$ cat src/hdl/tscm_pkg.sv
// Shared package of the tile slot cache manager.
// Sizes, slot and result codes, and the command and status structs that join
// the controller and the datapath. Depends on nothing.
package tscm_pkg;

  localparam int SLOTS       = 64;
  localparam int CONTEXTS    = 32;
  localparam int QUEUE_DEPTH = 128;

  localparam int SW        = $clog2(SLOTS);
  localparam int QW        = $clog2(QUEUE_DEPTH);
  localparam int CW        = $clog2(QUEUE_DEPTH + 1);
  localparam int INIT_FILL = (SLOTS < QUEUE_DEPTH) ? SLOTS : QUEUE_DEPTH;
  localparam int FW        = $clog2(INIT_FILL + 1);
  localparam int RCW       = $clog2(CONTEXTS + 1);
  localparam int NIBS      = (CONTEXTS + 3) / 4;

  localparam logic [2:0] NIBBLE_BITS [16] = '{
    3'd0, 3'd1, 3'd1, 3'd2, 3'd1, 3'd2, 3'd2, 3'd3,
    3'd1, 3'd2, 3'd2, 3'd3, 3'd2, 3'd3, 3'd3, 3'd4
  };

  localparam logic [2:0] K_READ    = 3'd0;
  localparam logic [2:0] K_WRITE   = 3'd1;
  localparam logic [2:0] K_REG     = 3'd2;
  localparam logic [2:0] K_RELEASE = 3'd3;
  localparam logic [2:0] K_UNREG   = 3'd4;

  localparam logic [2:0] RS_OK          = 3'd0;
  localparam logic [2:0] RS_NOT_FOUND   = 3'd1;
  localparam logic [2:0] RS_NO_SLOT     = 3'd2;
  localparam logic [2:0] RS_WRONG_STATE = 3'd3;
  localparam logic [2:0] RS_BAD_CONTEXT = 3'd4;
  localparam logic [2:0] RS_QUEUE_FULL  = 3'd5;

  typedef enum logic [1:0] {
    ST_FREE     = 2'd0,
    ST_WRITING  = 2'd1,
    ST_OCCUPIED = 2'd2,
    ST_READING  = 2'd3
  } slot_st_t;

  typedef struct packed {
    slot_st_t              st;
    logic                  mapped;
    logic [CONTEXTS-1:0]   mask;
  } info_t;

  typedef struct packed {
    logic [7:0]  res;
    logic [63:0] tile;
  } key_t;

  typedef enum logic [2:0] {
    WOP_NONE    = 3'd0,
    WOP_READ    = 3'd1,
    WOP_RELEASE = 3'd2,
    WOP_UNMAP   = 3'd3,
    WOP_REG     = 3'd4,
    WOP_TAKE    = 3'd5
  } wop_t;

  typedef struct packed {
    logic       latch;
    logic       scan_clr;
    logic       scan_run;
    logic       skip_c;
    logic       key_ld;
    logic       rd_c;
    logic       fifo_pop;
    logic       c_ld;
    logic       cinfo_ld;
    wop_t       wop;
    logic       st_ld;
    logic [2:0] st_code;
  } cmd_t;

  typedef struct packed {
    logic [2:0] kind;
    logic       sidx_bad;
    logic       fifo_empty;
    logic       cand_bad;
    slot_st_t   cur_st;
    logic       scan_hit;
    logic       scan_end;
  } sts_t;

endpackage

$ cat src/hdl/tscm_ctrl.sv
// Controller of the tile slot cache manager: sequences scan, FIFO pops,
// slot reads and updates for each transaction.
// Depends on tscm_pkg.
module tscm_ctrl (
  input  logic            clk,
  input  logic            rst_n,
  input  logic            start,
  input  tscm_pkg::sts_t  sts,
  output tscm_pkg::cmd_t  cmd,
  output logic            busy,
  output logic            out_strobe
);

  typedef enum logic [10:0] {
    S_IDLE  = 11'b000_0000_0001,
    S_DISP  = 11'b000_0000_0010,
    S_SCAN  = 11'b000_0000_0100,
    S_POP   = 11'b000_0000_1000,
    S_CAND  = 11'b000_0001_0000,
    S_RDC   = 11'b000_0010_0000,
    S_CHK   = 11'b000_0100_0000,
    S_EVICT = 11'b000_1000_0000,
    S_TAKE  = 11'b001_0000_0000,
    S_APPLY = 11'b010_0000_0000,
    S_DONE  = 11'b100_0000_0000
  } state_t;

  state_t state_r;
  state_t state_nxt;

  always_ff @(posedge clk) begin
    if (!rst_n) begin
      state_r <= S_IDLE;
    end else begin
      state_r <= state_nxt;
    end
  end

  always_comb begin
    cmd       = '0;
    state_nxt = state_r;
    case (state_r)
      S_IDLE: begin
        if (start) begin
          cmd.latch    = 1'b1;
          cmd.scan_clr = 1'b1;
          state_nxt    = S_DISP;
        end
      end
      S_DISP: begin
        case (sts.kind)
          tscm_pkg::K_READ, tscm_pkg::K_RELEASE, tscm_pkg::K_UNREG: state_nxt = S_SCAN;
          tscm_pkg::K_WRITE: state_nxt = S_POP;
          tscm_pkg::K_REG: begin
            if (sts.sidx_bad) begin
              cmd.st_ld   = 1'b1;
              cmd.st_code = tscm_pkg::RS_WRONG_STATE;
              state_nxt   = S_DONE;
            end else begin
              state_nxt = S_RDC;
            end
          end
          default: begin
            cmd.st_ld   = 1'b1;
            cmd.st_code = tscm_pkg::RS_WRONG_STATE;
            state_nxt   = S_DONE;
          end
        endcase
      end
      S_SCAN: begin
        cmd.scan_run = 1'b1;
        cmd.skip_c   = (sts.kind == tscm_pkg::K_REG);
        if (sts.scan_hit || sts.scan_end) begin
          case (sts.kind)
            tscm_pkg::K_WRITE: state_nxt = sts.scan_hit ? S_EVICT : S_TAKE;
            tscm_pkg::K_REG:   state_nxt = S_APPLY;
            default: begin
              if (sts.scan_hit) begin
                state_nxt = S_APPLY;
              end else begin
                cmd.st_ld   = 1'b1;
                cmd.st_code = tscm_pkg::RS_NOT_FOUND;
                state_nxt   = S_DONE;
              end
            end
          endcase
        end
      end
      S_POP: begin
        if (sts.fifo_empty) begin
          cmd.st_ld   = 1'b1;
          cmd.st_code = tscm_pkg::RS_NO_SLOT;
          state_nxt   = S_DONE;
        end else begin
          cmd.fifo_pop = 1'b1;
          state_nxt    = S_CAND;
        end
      end
      S_CAND: begin
        if (sts.cand_bad) begin
          state_nxt = S_POP;
        end else begin
          cmd.c_ld  = 1'b1;
          state_nxt = S_RDC;
        end
      end
      S_RDC: begin
        cmd.rd_c  = 1'b1;
        state_nxt = S_CHK;
      end
      S_CHK: begin
        if (sts.kind == tscm_pkg::K_REG) begin
          if (sts.cur_st != tscm_pkg::ST_WRITING) begin
            cmd.st_ld   = 1'b1;
            cmd.st_code = tscm_pkg::RS_WRONG_STATE;
            state_nxt   = S_DONE;
          end else begin
            cmd.cinfo_ld = 1'b1;
            cmd.scan_clr = 1'b1;
            state_nxt    = S_SCAN;
          end
        end else begin
          cmd.cinfo_ld = 1'b1;
          case (sts.cur_st)
            tscm_pkg::ST_FREE: state_nxt = S_TAKE;
            tscm_pkg::ST_OCCUPIED: begin
              cmd.key_ld   = 1'b1;
              cmd.scan_clr = 1'b1;
              state_nxt    = S_SCAN;
            end
            default: state_nxt = S_POP;
          endcase
        end
      end
      S_EVICT: begin
        cmd.wop   = tscm_pkg::WOP_UNMAP;
        state_nxt = S_TAKE;
      end
      S_TAKE: begin
        cmd.wop   = tscm_pkg::WOP_TAKE;
        state_nxt = S_DONE;
      end
      S_APPLY: begin
        case (sts.kind)
          tscm_pkg::K_READ:    cmd.wop = tscm_pkg::WOP_READ;
          tscm_pkg::K_RELEASE: cmd.wop = tscm_pkg::WOP_RELEASE;
          tscm_pkg::K_UNREG:   cmd.wop = tscm_pkg::WOP_UNMAP;
          tscm_pkg::K_REG:     cmd.wop = tscm_pkg::WOP_REG;
          default:             cmd.wop = tscm_pkg::WOP_NONE;
        endcase
        state_nxt = S_DONE;
      end
      S_DONE: begin
        state_nxt = S_IDLE;
      end
      default: begin
        state_nxt = S_IDLE;
      end
    endcase
  end

  assign busy       = (state_r != S_IDLE);
  assign out_strobe = (state_r == S_DONE);

endmodule

$ cat config.mk
export PLATFORM = sky130hd
export DESIGN_NAME = tscm_ctrl
export DESIGN_NICKNAME = d
export VERILOG_FILES = /design/src/hdl/tscm_pkg.sv /design/src/hdl/tscm_ctrl.sv
export SDC_FILE = /design/constraint.sdc
export NUM_CORES = 1
export LEC_CHECK = 0
export BUFFER_PORTS_ARGS = -buffer_cell sky130_fd_sc_hd__buf_2
export CORE_UTILIZATION = 54
export DETAILED_ROUTE_END_ITERATION = 10
export MAX_ROUTING_LAYER = met4
export PLACE_DENSITY = 0.82
export SYNTH_ARGS = -nofsm -noshare
export SYNTH_HDL_FRONTEND = slang
export SYNTH_SLANG_ARGS = --single-unit
$ cat constraint.sdc
create_clock -name clk -period 6.01 [get_ports clk]
set_clock_uncertainty 0.2 [all_clocks]
set_input_delay 0.9015 -clock clk [delete_from_list [all_inputs] [get_ports clk]]
set_output_delay 0.9015 -clock clk [all_outputs]
set_load 0.02 [all_outputs]
==> implementation parameters <==
Parameter                              Value

Run status
  Result of the run ... completed

Floorplan
  Std-Cell Rows ... 15
  Starting Density ... 57.7%
  Floorplan die area ... 2040 um^2
  Core region area ... 1750 um^2
  Die Span Y ... 45.2 um
  Count of boundary I/O pins ... 31
  Die Width ... 45.2 um

CTS
  Clock buffers created by TritonCTS ... 3
  Worst-skew pair later-pin latency ... 0.27 ns
  Number of gates resized after cts ... 0
  Number of buffers inserted by hold repair at cts ... 0
  Clock-pin slew of the registers on the worst-case setup and hold paths ... 0.07 ns
  Post-CTS setup buffer count ... 0
  Root buf cell ... clkbuf_4
  TritonCTS clock tree ... yes
  Clk sink count ... 11
  Bufs on Longest Clock Path ... 2
  H-tree Lvls ... 1

Worst setup path
  Cell-by-cell listing of the critical path ... nor4b_1 -> nand4_1 -> nor2_1 -> a31oi_1 -> o21ai_0 -> buf_2
  Top Family by Delay on Critical Path ... simple AND/OR/NAND/NOR gates
  Worst EP arrival ... 2.21 ns
  Highest fanout seen on the critical path ... 11
  Critical path type ... reg -> out
  CP bufs+invs ... 1
  Slowest cell on crit path ... dfxtp_1
  Worst Setup End Kind ... primary output
  Startpoint type of the worst setup path ... flip-flop
  Max stage delay on crit path ... 0.53 ns
  Critical path required time ... 4.91 ns

Synth
  Sequential cell area fraction in the yosys report ... 21.9%
  Main synth FF type ... dfxtp_1
  Number of enable-type register cells in the synthesized netlist ... 0
  Number of synthesized register bits ... 11
  Cell area after synthesis ... 1010 um^2
  Number of unique standard cell types used by synthesis ... 49
  Gate Count Post-Synth ... 132
  Fraction of synthesis flops using an asynchronous set or reset pin ... 0%
  Syn Nets ... 145
  Warning count from the yosys run ... 0
  Syn_area_per_cell ... 7.63 um^2

Routing
  DR vias ... 1084
  First drt pass iteration count ... 4
  DRC violations left ... 0
  ANT nets after route ... 0
  Detailed-route vias per instance ... 5.89
  First-iteration detailed-routing DRC count ... 37
  Drt total wl ... 2620 um
  Average wire length per cell after detail routing ... 14.2 um

Timing
  Aggregate negative setup slack ... 0 ns
  FMAX ... 302 MHz
  Final period utilization ... 55.1%
  RSZ-0062 raised after global routing ... false
  Hold Vio Cnt, Final ... 0
  Crit path time final ... 3.31 ns
  Number of setup violations in the final report ... 0
  Worst slack on hold paths ... 0.532 ns
  Max-slew violation total from the final report ... 0

Global routing
  Antenna violations before repair ... 0
  Number of global-route vias before repair ... 954
  Overall fraction of global-route tracks in use ... 30.3%
  Largest net degree at the start of global routing ... 12
  Global-route wire length before repair ... 4300 um
  Remaining global-route overflow ... 0

Pwr
  IR Drop Worst-Case VDD ... 0.133 mV
  Static leakage ... 0.518 nW
  PwrDens ... 150 nW/um^2

Final layout
  Number of nets in the layout ... 173
  Largest registers ... state_r (11)
  Number of antenna repair diodes ... 0
  Largest register FFs ... 11
  Area grow syn2layout ... 16.5%
  Register with the most flip-flops ... state_r
  Core occupancy in the finished layout ... 67.2%
  Fraction of layout instances using a drive strength above 1 ... 28.9%
  Fill cell instance count of the final layout ... 161

Place
  DPL Wire Length ... 2110 um
  Buffers added on ports ... 29
  Placer's final routability congestion estimate ... 0.907

Run
  Number of maximum-capacitance violations ... 0

Hold path
  Path type of the worst min-delay path ... reg -> reg
## synth_stat cells (2+ instances only)
master     n  area [um^2]
nor2_1    19         71.3
inv_1      6         22.5
nand3b_1   2         15.0
o211ai_1   2         15.0
dfxtp_1   11          220
nor3_1     3         15.0
buf_2      2         10.0
nor3_2     2         20.0
nor4_1     3         18.8
nand2b_1   7         43.8
xor2_1     2         17.5
nor4b_1    4         35.0
o21ai_0    6         30.0
nor2b_1    6         37.5
or4_4      2         22.5
nand3_1    3         15.0
a21oi_1    7         35.0
and2_1     3         18.8
nor3b_1    3         22.5
nand4_1    4         25.0
nand2_1    7         26.3
## per-stage QoR
| stage | instance area, um^2 | setup WS [ns] | instances | power [mW] |
|---|---|---|---|---|
| after floorplan | 1010 | 2.95 | 132 | 0.113 |
| after global placement | 1150 | 2.80 | 180 | 0.124 |
| after detailed placement | 1150 | 2.76 | 180 | 0.126 |
| after CTS | 1170 | 2.71 | 184 | 0.178 |
| after global routing | 1170 | 2.50 | 184 | 0.187 |
| final | 1170 | 2.70 | 184 | 0.177 |
## layout by cell type, fill, tap and decap left out, types with 4 or more instances in the layout
cell type and instances:
buf_2 29, nor2_1 19, dfxtp_1 11, nand2b_1 7, nand2_1 7, a21oi_1 7
inv_1 6, o21ai_0 6, nor2b_1 6, nor4b_1 4, nand4_1 4
## logic make-up after synthesis
logic type             share of synthesized area [%]
AND/OR/NAND/NOR                                 48.8
AO/OA/AOI/OAI                                   20.2
buffers and inverters                           5.84
flip-flops                                      21.9
XOR/XNOR                                        1.74
multiplexers                                    1.12
other                                          0.372
## cell type report
type	count	area, um^2	share of cell area (%)
multi-input cells	109	728	62.0
flip-flops and latches	11	220	18.8
clock buffers	4	26.3	2.24
well taps	25	31.3	2.67
inverters	6	22.5	1.92
repair buffers	29	145	12.4
## tightest hold or removal path: stages, from the launching register on
cell and delay (ns):
dfxtp_1 0.41, nand2b_1 0.11, nor4_1 0.07, a2bb2oi_2 0.10
## path summary, 6_finish.rpt
path | start | endpoint | slack (ns) | cells past startpoint
setup / recovery | state_r[2]$_SDFFE_PN0P_ | cmd[0] | 2.70 | 6
hold / removal | state_r[2]$_SDFFE_PN0P_ | state_r[0]$_SDFFE_PN1P_ | 0.53 | 3
setup reg to reg | state_r[2]$_SDFFE_PN0P_ | state_r[8]$_SDFFE_PN0P_ | 3.81 | 5
hold reg to reg | state_r[2]$_SDFFE_PN0P_ | state_r[0]$_SDFFE_PN1P_ | 0.53 | 3
## routing by layer
layer / routed length [um] / vias up / GRT usage, % / part of all wire [%]
li1: - / 540 / - / -
met5: 0 / - / - / 0
met1: 1170 / 509 / 36.8 / 45
met3: 128 / 2 / 5.20 / 4.9
met2: 1310 / 33 / 49.6 / 50
met4: 12 / 0 / 11.5 / 0.46
## power breakdown
part | internal [mW] | switching, mW | leakage (nW)
combinational | 0.0189 | 0.0280 | 0.414
sequential | 0.0744 | 0.00351 | 0.0891
clock | 0.0257 | 0.0261 | 0.0150
total | 0.119 | 0.0575 | 0.518
(Power assumes the default switching activity.)
